--- src/hdl/pid_motor_drive_defines.svh ---
// Assertion helpers shared by the pid_motor_drive RTL.
`ifndef PID_MOTOR_DRIVE_DEFINES_SVH
`define PID_MOTOR_DRIVE_DEFINES_SVH

// Same-cycle implication, disabled during reset.
`define PMD_ASSERT_IMP(lbl, clk, rst, ante, cons, msg) \
   lbl: assert property (@(posedge clk) disable iff (rst) (ante) |-> (cons)) \
      else $error(msg);

// Next-cycle implication, disabled during reset.
`define PMD_ASSERT_NEXT(lbl, clk, rst, ante, cons, msg) \
   lbl: assert property (@(posedge clk) disable iff (rst) (ante) |=> (cons)) \
      else $error(msg);

`endif

--- src/hdl/pmd_pkg.sv ---
`default_nettype none

package pmd_pkg;

   localparam int CSR_IDX_W = 3;

   typedef enum logic [CSR_IDX_W-1:0] {
      CSR_KP_GAIN,
      CSR_KI_GAIN,
      CSR_KD_GAIN,
      CSR_INTEGRATOR_MIN,
      CSR_INTEGRATOR_MAX,
      CSR_TARGET
   } csr_idx_type;

   localparam int DUTY_W     = 7;
   localparam int DUTY_LIMIT = 100;

   localparam int KP_GAIN_RESET        = 2560;
   localparam int KI_GAIN_RESET        = 512;
   localparam int KD_GAIN_RESET        = 2560;
   localparam int INTEGRATOR_MIN_RESET = -5;
   localparam int INTEGRATOR_MAX_RESET = 5;
   localparam int TARGET_RESET         = 45;

   // Per-stage flow control: global advance plus valid of the upstream stage.
   typedef struct packed {
      logic advance;
      logic valid;
   } stage_ctl_type;

endpackage

`default_nettype wire

--- src/hdl/pmd_req_if.sv ---
`default_nettype none

interface pmd_req_if #(
   parameter int DATA_WIDTH = 16
);
   logic                         valid;
   logic                         ready;
   logic signed [DATA_WIDTH-1:0] measured;

   modport source (output valid, output measured, input ready);
   modport sink   (input valid, input measured, output ready);
endinterface

`default_nettype wire

--- src/hdl/pmd_rsp_if.sv ---
`default_nettype none

interface pmd_rsp_if;
   logic                          valid;
   logic                          ready;
   logic [pmd_pkg::DUTY_W-1:0]    duty;
   logic                          forward;

   modport source (output valid, output duty, output forward, input ready);
   modport sink   (input valid, input duty, input forward, output ready);
endinterface

`default_nettype wire

--- src/hdl/pmd_state.sv ---
`default_nettype none

`include "pid_motor_drive_defines.svh"

module pmd_state #(
   parameter int DATA_WIDTH = 16
) (
   input  wire logic                          clock,
   input  wire logic                          reset,
   input  wire pmd_pkg::stage_ctl_type        ctl,
   input  wire logic                          clear,
   input  wire logic signed [DATA_WIDTH-1:0]  measured,
   input  wire logic signed [DATA_WIDTH-1:0]  target,
   input  wire logic signed [DATA_WIDTH-1:0]  integrator_min,
   input  wire logic signed [DATA_WIDTH-1:0]  integrator_max,
   output logic                               valid_o,
   output logic signed [DATA_WIDTH:0]         err_o,
   output logic signed [DATA_WIDTH-1:0]       acc_o,
   output logic signed [DATA_WIDTH+1:0]       diff_o
);
   localparam int ERR_W = DATA_WIDTH + 1;
   localparam int SUM_W = DATA_WIDTH + 2;

   logic                          accept;
   logic signed [ERR_W-1:0]       err;
   logic signed [SUM_W-1:0]       acc_raw;
   logic signed [DATA_WIDTH-1:0]  acc_in;
   logic signed [SUM_W-1:0]       diff;

   logic signed [DATA_WIDTH-1:0]  error_sum_ff;
   logic signed [ERR_W-1:0]       prev_err_ff;
   logic                          valid_ff;
   logic signed [ERR_W-1:0]       err_ff;
   logic signed [DATA_WIDTH-1:0]  acc_ff;
   logic signed [SUM_W-1:0]       diff_ff;

   assign accept = ctl.advance && ctl.valid;

   assign err     = ERR_W'(target) - ERR_W'(measured);
   assign acc_raw = SUM_W'(error_sum_ff) + SUM_W'(err);
   assign diff    = SUM_W'(err) - SUM_W'(prev_err_ff);

   // Upper bound tested first so inverted limits resolve like the spec.
   always_comb begin
      if (acc_raw > SUM_W'(integrator_max)) begin
         acc_in = integrator_max;
      end else if (acc_raw < SUM_W'(integrator_min)) begin
         acc_in = integrator_min;
      end else begin
         acc_in = acc_raw[DATA_WIDTH-1:0];
      end
   end

   always_ff @(posedge clock) begin
      if (reset || clear) begin
         error_sum_ff <= '0;
         prev_err_ff  <= '0;
      end else if (accept) begin
         error_sum_ff <= acc_in;
         prev_err_ff  <= err;
      end
   end

   always_ff @(posedge clock) begin
      if (reset) begin
         valid_ff <= 1'b0;
      end else if (ctl.advance) begin
         valid_ff <= ctl.valid;
      end
   end

   always_ff @(posedge clock) begin
      if (accept) begin
         err_ff  <= err;
         acc_ff  <= acc_in;
         diff_ff <= diff;
      end
   end

   assign valid_o = valid_ff;
   assign err_o   = err_ff;
   assign acc_o   = acc_ff;
   assign diff_o  = diff_ff;

   `PMD_ASSERT_NEXT(a_clear_state, clock, reset, clear, error_sum_ff == '0 && prev_err_ff == '0, "setpoint write did not clear integrator state")
   `PMD_ASSERT_NEXT(a_hold_state, clock, reset, !accept && !clear, $stable(error_sum_ff) && $stable(prev_err_ff), "integrator state moved without an item")
   `PMD_ASSERT_NEXT(a_prev_tracks, clock, reset, accept && !clear, prev_err_ff == err_ff, "previous error differs from staged error")

endmodule

`default_nettype wire

--- src/hdl/pmd_mult.sv ---
`default_nettype none

module pmd_mult #(
   parameter int DATA_WIDTH = 16
) (
   input  wire logic                          clock,
   input  wire logic                          reset,
   input  wire pmd_pkg::stage_ctl_type        ctl,
   input  wire logic signed [DATA_WIDTH:0]    err,
   input  wire logic signed [DATA_WIDTH-1:0]  acc,
   input  wire logic signed [DATA_WIDTH+1:0]  diff,
   input  wire logic signed [DATA_WIDTH-1:0]  kp_gain,
   input  wire logic signed [DATA_WIDTH-1:0]  ki_gain,
   input  wire logic signed [DATA_WIDTH-1:0]  kd_gain,
   output logic                               valid_o,
   output logic signed [2*DATA_WIDTH:0]       p_term_o,
   output logic signed [2*DATA_WIDTH-1:0]     i_term_o,
   output logic signed [2*DATA_WIDTH+1:0]     d_term_o
);
   localparam int P_W = 2 * DATA_WIDTH + 1;
   localparam int I_W = 2 * DATA_WIDTH;
   localparam int D_W = 2 * DATA_WIDTH + 2;

   logic signed [P_W-1:0] p_prod;
   logic signed [I_W-1:0] i_prod;
   logic signed [D_W-1:0] d_prod;

   logic                  valid_ff;
   logic signed [P_W-1:0] p_ff;
   logic signed [I_W-1:0] i_ff;
   logic signed [D_W-1:0] d_ff;

   // Products are exact in Q.frac; no rounding anywhere.
   assign p_prod = P_W'(kp_gain) * P_W'(err);
   assign i_prod = I_W'(ki_gain) * I_W'(acc);
   assign d_prod = D_W'(kd_gain) * D_W'(diff);

   always_ff @(posedge clock) begin
      if (reset) begin
         valid_ff <= 1'b0;
      end else if (ctl.advance) begin
         valid_ff <= ctl.valid;
      end
   end

   always_ff @(posedge clock) begin
      if (ctl.advance && ctl.valid) begin
         p_ff <= p_prod;
         i_ff <= i_prod;
         d_ff <= d_prod;
      end
   end

   assign valid_o  = valid_ff;
   assign p_term_o = p_ff;
   assign i_term_o = i_ff;
   assign d_term_o = d_ff;

endmodule

`default_nettype wire

--- src/hdl/pmd_out.sv ---
`default_nettype none

module pmd_out #(
   parameter int DATA_WIDTH     = 16,
   parameter int GAIN_FRAC_BITS = 8
) (
   input  wire logic                          clock,
   input  wire logic                          reset,
   input  wire logic                          valid_i,
   input  wire logic signed [2*DATA_WIDTH:0]  p_term,
   input  wire logic signed [2*DATA_WIDTH-1:0] i_term,
   input  wire logic signed [2*DATA_WIDTH+1:0] d_term,
   output logic                               advance_o,
   pmd_rsp_if.source                          rsp
);
   localparam int SUM_W = (2 * DATA_WIDTH + 4 > GAIN_FRAC_BITS + 8) ?
                          2 * DATA_WIDTH + 4 : GAIN_FRAC_BITS + 8;
   localparam logic signed [SUM_W-1:0] LIM =
      SUM_W'(pmd_pkg::DUTY_LIMIT) << GAIN_FRAC_BITS;
   localparam logic signed [SUM_W-1:0] NEG_LIM = -LIM;

   logic signed [SUM_W-1:0]     sum;
   logic        [SUM_W-1:0]     mag;
   logic [pmd_pkg::DUTY_W-1:0]  duty_in;
   logic                        forward_in;
   logic                        advance;

   logic                        valid_ff;
   logic [pmd_pkg::DUTY_W-1:0]  duty_ff;
   logic                        forward_ff;

   assign sum = SUM_W'(p_term) + SUM_W'(i_term) + SUM_W'(d_term);

   // Clamp to +-100 in Q.frac, then absolute value.
   always_comb begin
      if (sum > LIM) begin
         mag = LIM;
      end else if (sum < NEG_LIM) begin
         mag = LIM;
      end else if (sum < 0) begin
         mag = -sum;
      end else begin
         mag = sum;
      end
   end

   assign duty_in    = mag[GAIN_FRAC_BITS +: pmd_pkg::DUTY_W];
   assign forward_in = (sum > 0);

   // Output register frees up when empty or being taken this cycle.
   assign advance = !valid_ff || rsp.ready;

   always_ff @(posedge clock) begin
      if (reset) begin
         valid_ff <= 1'b0;
      end else if (advance) begin
         valid_ff <= valid_i;
      end
   end

   always_ff @(posedge clock) begin
      if (advance && valid_i) begin
         duty_ff    <= duty_in;
         forward_ff <= forward_in;
      end
   end

   assign advance_o   = advance;
   assign rsp.valid   = valid_ff;
   assign rsp.duty    = duty_ff;
   assign rsp.forward = forward_ff;

endmodule

`default_nettype wire

--- src/hdl/pid_motor_drive.sv ---
// PID motor drive with integrator clamp.
//
// req_chan carries one signed measured sample per item (valid/ready).
// rsp_chan returns exactly one item per sample: duty (0..100 percent) and
// forward (set when the unclamped drive sum is above zero).
// csr_we/csr_idx/csr_wdata write the gains, integrator limits and setpoint;
// writing the setpoint also clears the integrator and the previous error.
// Write registers only while no items are in flight.
//
// Pipeline from accept to rsp valid: error/integrator stage, multiplier
// stage, sum-clamp output register. Throughput: one item per cycle while
// the receiver keeps up; the integrator add-and-clamp is combinational.
// When the receiver stalls, all three stages hold and req_chan.ready drops
// in the same cycle; nothing is dropped or repeated.
//
// Reset (synchronous, active high) empties the pipeline, loads default
// register values (kp 10.0, ki 2.0, kd 10.0, limits -5..5, setpoint 45)
// and clears the integrator state.
`default_nettype none

`include "pid_motor_drive_defines.svh"

module pid_motor_drive #(
   parameter int DATA_WIDTH     = 16,
   parameter int GAIN_FRAC_BITS = 8
) (
   input  wire logic                            clock,
   input  wire logic                            reset,
   pmd_req_if.sink                              req_chan,
   pmd_rsp_if.source                            rsp_chan,
   input  wire logic                            csr_we,
   input  wire logic [pmd_pkg::CSR_IDX_W-1:0]   csr_idx,
   input  wire logic [DATA_WIDTH-1:0]           csr_wdata
);
   logic signed [DATA_WIDTH-1:0] kp_gain_ff;
   logic signed [DATA_WIDTH-1:0] ki_gain_ff;
   logic signed [DATA_WIDTH-1:0] kd_gain_ff;
   logic signed [DATA_WIDTH-1:0] integrator_min_ff;
   logic signed [DATA_WIDTH-1:0] integrator_max_ff;
   logic signed [DATA_WIDTH-1:0] target_ff;

   logic                         advance;
   logic                         target_clear;
   pmd_pkg::stage_ctl_type       state_ctl;
   pmd_pkg::stage_ctl_type       mult_ctl;

   logic                          state_valid;
   logic signed [DATA_WIDTH:0]    err;
   logic signed [DATA_WIDTH-1:0]  acc;
   logic signed [DATA_WIDTH+1:0]  diff;

   logic                           mult_valid;
   logic signed [2*DATA_WIDTH:0]   p_term;
   logic signed [2*DATA_WIDTH-1:0] i_term;
   logic signed [2*DATA_WIDTH+1:0] d_term;

   always_ff @(posedge clock) begin
      if (reset) begin
         kp_gain_ff        <= DATA_WIDTH'(pmd_pkg::KP_GAIN_RESET);
         ki_gain_ff        <= DATA_WIDTH'(pmd_pkg::KI_GAIN_RESET);
         kd_gain_ff        <= DATA_WIDTH'(pmd_pkg::KD_GAIN_RESET);
         integrator_min_ff <= DATA_WIDTH'(pmd_pkg::INTEGRATOR_MIN_RESET);
         integrator_max_ff <= DATA_WIDTH'(pmd_pkg::INTEGRATOR_MAX_RESET);
         target_ff         <= DATA_WIDTH'(pmd_pkg::TARGET_RESET);
      end else if (csr_we) begin
         case (pmd_pkg::csr_idx_type'(csr_idx))
            pmd_pkg::CSR_KP_GAIN:        kp_gain_ff        <= csr_wdata;
            pmd_pkg::CSR_KI_GAIN:        ki_gain_ff        <= csr_wdata;
            pmd_pkg::CSR_KD_GAIN:        kd_gain_ff        <= csr_wdata;
            pmd_pkg::CSR_INTEGRATOR_MIN: integrator_min_ff <= csr_wdata;
            pmd_pkg::CSR_INTEGRATOR_MAX: integrator_max_ff <= csr_wdata;
            pmd_pkg::CSR_TARGET:         target_ff         <= csr_wdata;
            default: ;
         endcase
      end
   end

   assign target_clear = csr_we &&
                         (pmd_pkg::csr_idx_type'(csr_idx) == pmd_pkg::CSR_TARGET);

   assign req_chan.ready = advance;

   assign state_ctl.advance = advance;
   assign state_ctl.valid   = req_chan.valid;
   assign mult_ctl.advance  = advance;
   assign mult_ctl.valid    = state_valid;

   pmd_state #(
      .DATA_WIDTH (DATA_WIDTH)
   ) u_state (
      .clock          (clock),
      .reset          (reset),
      .ctl            (state_ctl),
      .clear          (target_clear),
      .measured       (req_chan.measured),
      .target         (target_ff),
      .integrator_min (integrator_min_ff),
      .integrator_max (integrator_max_ff),
      .valid_o        (state_valid),
      .err_o          (err),
      .acc_o          (acc),
      .diff_o         (diff)
   );

   pmd_mult #(
      .DATA_WIDTH (DATA_WIDTH)
   ) u_mult (
      .clock    (clock),
      .reset    (reset),
      .ctl      (mult_ctl),
      .err      (err),
      .acc      (acc),
      .diff     (diff),
      .kp_gain  (kp_gain_ff),
      .ki_gain  (ki_gain_ff),
      .kd_gain  (kd_gain_ff),
      .valid_o  (mult_valid),
      .p_term_o (p_term),
      .i_term_o (i_term),
      .d_term_o (d_term)
   );

   pmd_out #(
      .DATA_WIDTH     (DATA_WIDTH),
      .GAIN_FRAC_BITS (GAIN_FRAC_BITS)
   ) u_out (
      .clock     (clock),
      .reset     (reset),
      .valid_i   (mult_valid),
      .p_term    (p_term),
      .i_term    (i_term),
      .d_term    (d_term),
      .advance_o (advance),
      .rsp       (rsp_chan)
   );

   `PMD_ASSERT_IMP(a_duty_range, clock, reset, rsp_chan.valid, rsp_chan.duty <= pmd_pkg::DUTY_W'(pmd_pkg::DUTY_LIMIT), "duty above limit")

endmodule

`default_nettype wire

--- src/flat_wrapper.sv ---
// flat-port wrapper written by rule: the top's interface ports become plain ports
module pid_motor_drive_flat 
#(
   parameter int DATA_WIDTH     = 16,
   parameter int GAIN_FRAC_BITS = 8
)
  (clock, reset, csr_we, csr_idx, csr_wdata, req_chan_valid, req_chan_measured, req_chan_ready, rsp_chan_valid, rsp_chan_duty, rsp_chan_forward, rsp_chan_ready);
  pmd_req_if #(.DATA_WIDTH(DATA_WIDTH)) req_chan_i ();
  pmd_rsp_if rsp_chan_i ();
  input  wire logic clock;
  input  wire logic reset;
  input  wire logic csr_we;
  input  wire logic [pmd_pkg::CSR_IDX_W-1:0] csr_idx;
  input  wire logic [DATA_WIDTH-1:0] csr_wdata;
  input wire logic [$bits(req_chan_i.valid)-1:0] req_chan_valid;
  input wire logic [$bits(req_chan_i.measured)-1:0] req_chan_measured;
  output wire logic [$bits(req_chan_i.ready)-1:0] req_chan_ready;
  output wire logic [$bits(rsp_chan_i.valid)-1:0] rsp_chan_valid;
  output wire logic [$bits(rsp_chan_i.duty)-1:0] rsp_chan_duty;
  output wire logic [$bits(rsp_chan_i.forward)-1:0] rsp_chan_forward;
  input wire logic [$bits(rsp_chan_i.ready)-1:0] rsp_chan_ready;
  assign req_chan_i.valid = req_chan_valid;
  assign req_chan_i.measured = req_chan_measured;
  assign req_chan_ready = req_chan_i.ready;
  assign rsp_chan_valid = rsp_chan_i.valid;
  assign rsp_chan_duty = rsp_chan_i.duty;
  assign rsp_chan_forward = rsp_chan_i.forward;
  assign rsp_chan_i.ready = rsp_chan_ready;
  pid_motor_drive #(.DATA_WIDTH(DATA_WIDTH), .GAIN_FRAC_BITS(GAIN_FRAC_BITS)) u_core (.clock(clock), .reset(reset), .req_chan(req_chan_i), .rsp_chan(rsp_chan_i), .csr_we(csr_we), .csr_idx(csr_idx), .csr_wdata(csr_wdata));
endmodule
--- config.mk ---
export PLATFORM = sky130hd
export DESIGN_NAME = pid_motor_drive_flat
export DESIGN_NICKNAME = d
export VERILOG_FILES = /design/src/hdl/pmd_pkg.sv /design/src/hdl/pmd_req_if.sv /design/src/hdl/pmd_rsp_if.sv /design/src/hdl/pmd_state.sv /design/src/hdl/pmd_mult.sv /design/src/hdl/pmd_out.sv /design/src/hdl/pid_motor_drive.sv /design/src/flat_wrapper.sv
export VERILOG_INCLUDE_DIRS = /design/src /design/src/hdl
export SDC_FILE = /design/constraint.sdc
export NUM_CORES = 2
export LEC_CHECK = 0
export ABC_AREA = 1
export BUFFER_PORTS_ARGS = -buffer_cell sky130_fd_sc_hd__buf_2
export CAP_MARGIN = 20
export CORE_MARGIN = 8
export CORE_UTILIZATION = 65
export CTS_BUF_LIST = sky130_fd_sc_hd__clkbuf_2 sky130_fd_sc_hd__clkbuf_4 sky130_fd_sc_hd__clkbuf_8
export DETAILED_ROUTE_END_ITERATION = 8
export HOLD_SLACK_MARGIN = 0.02
export PLACE_DENSITY = 0.82
export SYNTH_ARGS = -nofsm -noshare
export SYNTH_HDL_FRONTEND = slang
export SYNTH_SLANG_ARGS = --single-unit
--- constraint.sdc ---
create_clock -name clock -period 8.8 [get_ports clock]
set_clock_uncertainty 0.15 [all_clocks]
set_input_delay 1.32 -clock clock [delete_from_list [all_inputs] [get_ports clock]]
set_output_delay 1.32 -clock clock [all_outputs]
set_load 0.005 [all_outputs]
== Word level (Yosys, flattened, before mapping) ==
Cells that the tools add are included.

* Shift-type cells: 0
* Div/mod/pow operators: 0
* Eq/ne operators: 5
* $mul: 3
* Bitwise operators: 0
* Add/sub/neg operators: 6
* Reductions and logical operators: 15
* Muxes and demuxes: 3
* $lt $le $gt $ge: 6

{| class="wikitable"
|+ Operator list
! kind !! count
|-
| 34-bit by 34-bit adder with 35-bit output || 1
|-
| 35-bit by 1-bit greater-than comparator with 1-bit output, second input constant || 1
|-
| 35-bit by 16-bit greater-than comparator with 1-bit output, second input constant || 1
|-
| 35-bit by 1-bit less-than comparator with 1-bit output, second input constant || 1
|-
| 35-bit by 16-bit less-than comparator with 1-bit output, second input constant || 1
|-
| 33-bit by 32-bit adder with 34-bit output || 1
|-
| 16-bit by 18-bit multiplier with 34-bit output || 1
|-
| 16-bit by 17-bit multiplier with 33-bit output || 1
|-
| 16-bit by 16-bit multiplier with 32-bit output || 1
|-
| 16-bit 2-to-1 mux || 2
|-
| 16-bit by 17-bit adder with 18-bit output || 1
|-
| 18-bit by 16-bit greater-than comparator with 1-bit output || 1
|-
| 18-bit by 16-bit less-than comparator with 1-bit output || 1
|-
| 17-bit by 17-bit subtractor with 18-bit output || 1
|-
| 16-bit by 16-bit subtractor with 17-bit output || 1
|-
| 15-bit 2-to-1 mux || 1
|-
| 15-bit negation || 1
|-
| 2-bit AND reduction || 6
|-
| 3-bit by 2-bit == test with 1-bit output, second input constant || 2
|-
| 3-bit == test, second input constant || 2
|-
| 1-bit logical AND || 4
|-
| 3-bit by 1-bit == test with 1-bit output, second input constant || 1
|-
| 3-bit logical NOT || 1
|-
| 1-bit logical OR || 2
|-
| 2 further kinds || 2
|}

* Latch bits: 0
* Output and inout bits: 10
* Memories kept: 0
* ROM bits: 0
* Memory bits (writable): 0
* Bits in registers: 290
* Word-level logic and storage cells: 57

== Logic depth before layout (Yosys ltp) ==
* Word-level depth: 5
* Mapped depth: 40
* Depth with buffers taken out: 39

== Modules after synthesis ==
From an unflattened synthesis, not the netlist that was laid out.

* Cell total of the unflattened synthesis: 6853
* Area, all modules: 51928.6 µm²

{| class="wikitable"
|+ Modules (own cells, without submodules)
! module !! seq. area each (µm²) !! area an instance (µm²) !! cells an instance !! instances
|-
| pmd_mult || 2992.9 || 36557.6 || 4604 || 1
|-
| pmd_state || 2212.1 || 7179.4 || 972 || 1
|-
| pmd_out || 260.2 || 4425.5 || 747 || 1
|-
| pid_motor_drive || 1921.8 || 3766.1 || 530 || 1
|}

== Worst setup path after synthesis ==
No wires, ideal clock.

* Kind: input-to-reg
* Start point: in req_chan_measured[2]
* End point: reg u_core.u_state.acc_ff[15], in the netlist u_core.u_state.acc_o[15], data pin
* Cell stages on the path: 38
* Buffers on the path: 1
* Slack: 2.745 ns
* Data arrival time: 5.654 ns
* Library setup time: 0.251 ns
* Cells stage by stage: inv_1 ha_1 a21oi_1 nand2_1 a21boi_1 o21ai_0 nand2_1 nand2_1 a21oi_1 or2_1 nand2_1 nand2_1 nand2_1 ha_1 a21o_1 a21oi_1 nand3_1 nand3_1 (+2 left out) a21oi_1 xor2_1 inv_1 ha_1 nand2_1 inv_1 nand2_1 nor2_1 o2111ai_1 nand3_1 nand2_1 nand2_1 nand2_2 inv_1 buf_4 nand2_1 nand2_1 inv_1

* Longest elaborated chain between the ends: 5

{| class="wikitable"
|+ Ends and longest elaborated chain
! what !! line !! RTL
|-
| start: declaration || flat_wrapper.sv:16 || <nowiki>input wire logic [$bits(req_chan_i.measured)-1:0] req_chan_measured;</nowiki>
|-
| 16-bit by 16-bit subtractor with 17-bit output * || pmd_state.sv:39 || <nowiki>assign err = ERR_W'(target) - ERR_W'(measured);</nowiki>
|-
| via u_core.u_state.err[11] || pmd_state.sv:25 || <nowiki>logic signed [ERR_W-1:0] err;</nowiki>
|-
| 16-bit by 17-bit adder with 18-bit output * || pmd_state.sv:40 || <nowiki>assign acc_raw = SUM_W'(error_sum_ff) + SUM_W'(err);</nowiki>
|-
| 18-bit by 16-bit less-than comparator with 1-bit output || pmd_state.sv:47 || <nowiki>end else if (acc_raw < SUM_W'(integrator_min)) begin</nowiki>
|-
| 16-bit 2-to-1 mux || pmd_state.sv:47 ||
|-
| 16-bit 2-to-1 mux * || pmd_state.sv:45 || <nowiki>if (acc_raw > SUM_W'(integrator_max)) begin</nowiki>
|-
| via u_core.u_state.acc_in[15] || pmd_state.sv:27 || <nowiki>logic signed [DATA_WIDTH-1:0] acc_in;</nowiki>
|-
| end signal: assignment || pmd_state.sv:75 || <nowiki>acc_ff <= acc_in;</nowiki>
|-
| end: declaration || pmd_state.sv:34 || <nowiki>logic signed [DATA_WIDTH-1:0] acc_ff;</nowiki>
|}

Mark *: on every way through the listed nets, which the timed path passes. The rest lies on a longest branch.
A chain may end at the register's enable or synchronous reset.

== Final worst setup path ==
* Start point: reg u_core.kd_gain_ff[1]
* End point: reg u_core.u_mult.d_ff[31], in the netlist u_core.u_mult.d_term_o[31], data pin

* Longest elaborated chain between the ends: 1

{| class="wikitable"
|+ Ends and longest elaborated chain
! what !! line !! RTL
|-
| start: declaration || pid_motor_drive.sv:37 || <nowiki>logic signed [DATA_WIDTH-1:0] kd_gain_ff;</nowiki>
|-
| start signal: assignment || pid_motor_drive.sv:61 || <nowiki>kd_gain_ff <= DATA_WIDTH'(pmd_pkg::KD_GAIN_RESET);</nowiki>
|-
| start signal: assignment || pid_motor_drive.sv:69 || <nowiki>pmd_pkg::CSR_KD_GAIN: kd_gain_ff <= csr_wdata;</nowiki>
|-
| 16-bit by 18-bit multiplier with 34-bit output || pmd_mult.sv:36 || <nowiki>assign d_prod = D_W'(kd_gain) * D_W'(diff);</nowiki>
|-
| via u_core.u_mult.d_prod[31] || pmd_mult.sv:26 || <nowiki>logic signed [D_W-1:0] d_prod;</nowiki>
|-
| end signal: assignment || pmd_mult.sv:50 || <nowiki>d_ff <= d_prod;</nowiki>
|-
| end: declaration || pmd_mult.sv:31 || <nowiki>logic signed [D_W-1:0] d_ff;</nowiki>
|}

The timed path passes the listed nets, and every way through them passes these cells.

==> flow_metrics.tcl <==
set metrics [dict create \
    status "complete, no violations" \
    coreArea_sq_mm 0.0742 \
    grt_pass1_wl_um 208000 \
    track_usage 0.316 \
    grt_pass1_vias 40400 \
    drc 0 \
    port_buffers 49 \
    rsz0062_at_grt "false" \
    cp_max_fo 19 \
    tightest_slew_ps 1040 \
    final_area_sq_mm 0.0505 \
    num_io_pins 50 \
    hold_class "reg2reg" \
    cts_buffer_depth 3 \
    clk_latency_ps 670 \
    drt_iter0_drc 3406 \
    antenna_found_initial 1 \
    async_flop_share 0 \
    synth_nets 7314 \
    worstSetupPathType "reg2reg" \
    setup_viol_count_final 0 \
    end_kind "flip-flop" \
    relSlewSlack 0.304 \
    cts_tree "yes" \
    multiInputGateArea_sq_mm 0.0341 \
    place_ws_ps 1460 \
    drive_above_1_share 0.0378 \
    first_pass_iters 6 \
    dieArea_sq_mm 0.0837 \
    layout.nets 7207 \
    fmaxAchievable_ghz 0.138 \
    netlist_instances 6037 \
    seq_area_frac_synth 0.152 \
    fin_crit_sh 0.826 \
    grt_max_degree 58 \
    start_util 0.654 \
    p_leak_nw 28.8 \
    ys.flop_type "edfxtp_1" \
    ant_nets 0 \
    wl_per_cell_um 18.6 \
    ir_worst_vdd_uv 345 \
    seq_area_sq_mm 0.00739 \
    rrSetupSlack_ps 1530 \
    syn2layout_area_growth_pct 4.03 \
    yosys_warnings 0 \
    synthDistinctLibCells 51 \
    min_period_ps 7270 \
    cp-start-kind "flip-flop" \
    placed_area_sq_mm 0.0493 \
    fillers 5902 \
    via_per_inst 5.52 \
    crit_required_ps 9090 \
    clkTransAtPathRegs_ps 70 \
    cts.htree.levels 2 \
    numClockSinks 290 \
    grt.overflow.total 0 \
    wirelength_um 129000 \
    drv_slew 0 \
    syn_area_sq_mm 0.0485 \
    hpwl_um 103000 \
    antenna_cells 0 \
    finalWorstSetupSlack_ps 1530 \
    die_x_um 289 \
    drv_cap 0 \
    numCtsBuffers 51 \
    fin_total_pwr_mw 19.5 \
    cp.arrival_ps 7560 \
    post_cts_buffers 0 \
    hold_viol 0 \
    cts_resized 0 \
    ys_ff_latch 290 \
    vias 38300 \
    whs_ps 314 \
    fp.dieH_um 289 \
    root_buffer "clkbuf_8" \
    num_rows 100 \
    setup-tns-final_ps 0 \
    powerDensity_mw_per_mm2 386 \
    gp_congestion 1.01 \
    synth-edff-count 158 \
    cts_hold_buf 0 \
    syn_area_per_cell_sq_um 8.04 \
]
## critical path, cell delays in order (launching register included)
cell,delay [ps]
dfxtp_1,990
nand2_1,240
inv_1,190
fa_1,550
fa_1,960
fa_1,540
fa_1,500
fa_1,500
inv_1,50
fa_1,470
inv_1,40
ha_1,440
nand2_1,160
nor2_1,130
inv_1,60
nor3_1,220
nand3_1,120
nand3_1,150
a21oi_1,120
o21ai_0,210
xor2_1,230
## layout make-up
type,instances,area share
inverters,1663,0.124
clock inverters,16,0.00500
well taps,969,0.0240
clock buffers,79,0.0192
repair buffers,65,0.00723
multi-input cells,3859,0.675
flip-flops and latches,290,0.146
## layout by cell type (no fill, tap or decap), types with 5 or more instances in the layout
cell type / netlist / final
nor2_1: 321 / 321
ha_1: 371 / 371
nand3b_1: 7 / 7
nor4_1: 5 / 5
a31oi_1: 12 / 12
xor2_1: 105 / 105
clkinv_2: 0 / 5
nand4_1: 33 / 33
nand2_1: 1360 / 1360
a21boi_0: 6 / 6
clkbuf_4: 0 / 19
o211ai_1: 34 / 34
buf_2: 3 / 49
o21bai_1: 6 / 6
dfxtp_1: 132 / 132
clkinv_1: 5 / 5
or2_2: 12 / 12
clkbuf_8: 0 / 60
fa_1: 866 / 866
a21oi_1: 231 / 231
inv_1: 1650 / 1647
xnor2_1: 64 / 64
bufinv_16: 0 / 6
o21a_1: 11 / 11
a21o_1: 15 / 15
o21ai_0: 177 / 177
nor2_2: 16 / 16
o31ai_1: 6 / 6
nand3_1: 135 / 135
nor3_1: 21 / 20
buf_4: 1 / 16
edfxtp_1: 158 / 158
nand2_2: 14 / 14
inv_2: 8 / 10
## per-layer routing
metal,vias up,GRT usage,routed length [um]
met2,1909,0.516,60200
met1,18600,0.412,49600
li1,17500,-,-
met4,2,0.131,5990
met3,358,0.0640,13100
met5,-,0,15
## state kept, by name, summed over array words and instances, names as in the netlist, 7 cells and up
signal                       cells
u_core.integrator_max_ff        16
u_core.integrator_min_ff        16
u_core.kd_gain_ff               16
u_core.ki_gain_ff               16
u_core.kp_gain_ff               16
u_core.target_ff                16
u_core.u_mult.d_term_o          34
u_core.u_mult.i_term_o          32
u_core.u_mult.p_term_o          33
u_core.u_out.rsp.duty            7
u_core.u_state.acc_o            16
u_core.u_state.diff_o           18
u_core.u_state.err_o            17
u_core.u_state.error_sum_ff     16
u_core.u_state.prev_err_ff      17
## power breakdown
group          total [mW]  switching [mW]  internal [mW]  leakage, nW
clock                1.51           0.625          0.883        0.635
sequential           2.96           0.763           2.19         2.59
combinational        15.0            9.73           5.28         25.6
## final timing paths
check                               from                    endpoint  cells past startpoint
setup reg to reg    u_core.kd_gain_ff[1]  u_core.u_mult.d_term_o[31]                     20
hold reg to reg   u_core.u_state.valid_o      u_core.u_state.valid_o                      2
setup / recovery    u_core.kd_gain_ff[1]  u_core.u_mult.d_term_o[31]                     20
hold / removal    u_core.u_state.valid_o      u_core.u_state.valid_o                      2
## per-stage QoR
stage               instances   util
floorplan                6037      -
global placement         6846  0.664
detailed placement       6846  0.664
CTS                      6941  0.681
global route             6941  0.681
finish                   6941  0.681
## logic make-up (layout without fill, tap and decap cells)
kind of cell / count (synthesis) / in the layout / share of synthesized area
and+or+nand+nor: 1936 / 1936 / 0.160
DFF: 290 / 290 / 0.152
buffers and inverters: 1888 / 1823 / 0.146
adders and majority gates: 1237 / 1237 / 0.453
AOI/OAI and AO/OA: 517 / 517 / 0.0587
xor gates and xnor gates: 169 / 169 / 0.0305
## cells in the mapped netlist (all sizes together), types with 2 or more instances
master | count | area [sq um]
o2111ai | 3 | 26.3
a21oi | 232 | 1160
o31ai | 6 | 45.0
xnor2 | 64 | 561
o21ai | 182 | 915
a21boi | 7 | 52.6
clkinv | 5 | 18.8
o211ai | 34 | 255
nor2 | 339 | 1330
ha | 371 | 4640
dfxtp | 132 | 2640
a21o | 15 | 113
o21bai | 6 | 45.0
buf | 17 | 71.3
nand4 | 33 | 206
a31oi | 12 | 75.1
nand3 | 139 | 716
clkbuf | 208 | 781
nor3 | 24 | 135
inv | 1658 | 6220
fa | 866 | 17300
edfxtp | 158 | 4740
nand2 | 1374 | 5190
xor2 | 105 | 920
o41ai | 2 | 17.5
o21a | 11 | 82.6
nand3b | 7 | 52.6
nor4 | 5 | 31.3
or2 | 13 | 81.3
Power figures use the tool's default switching activity.
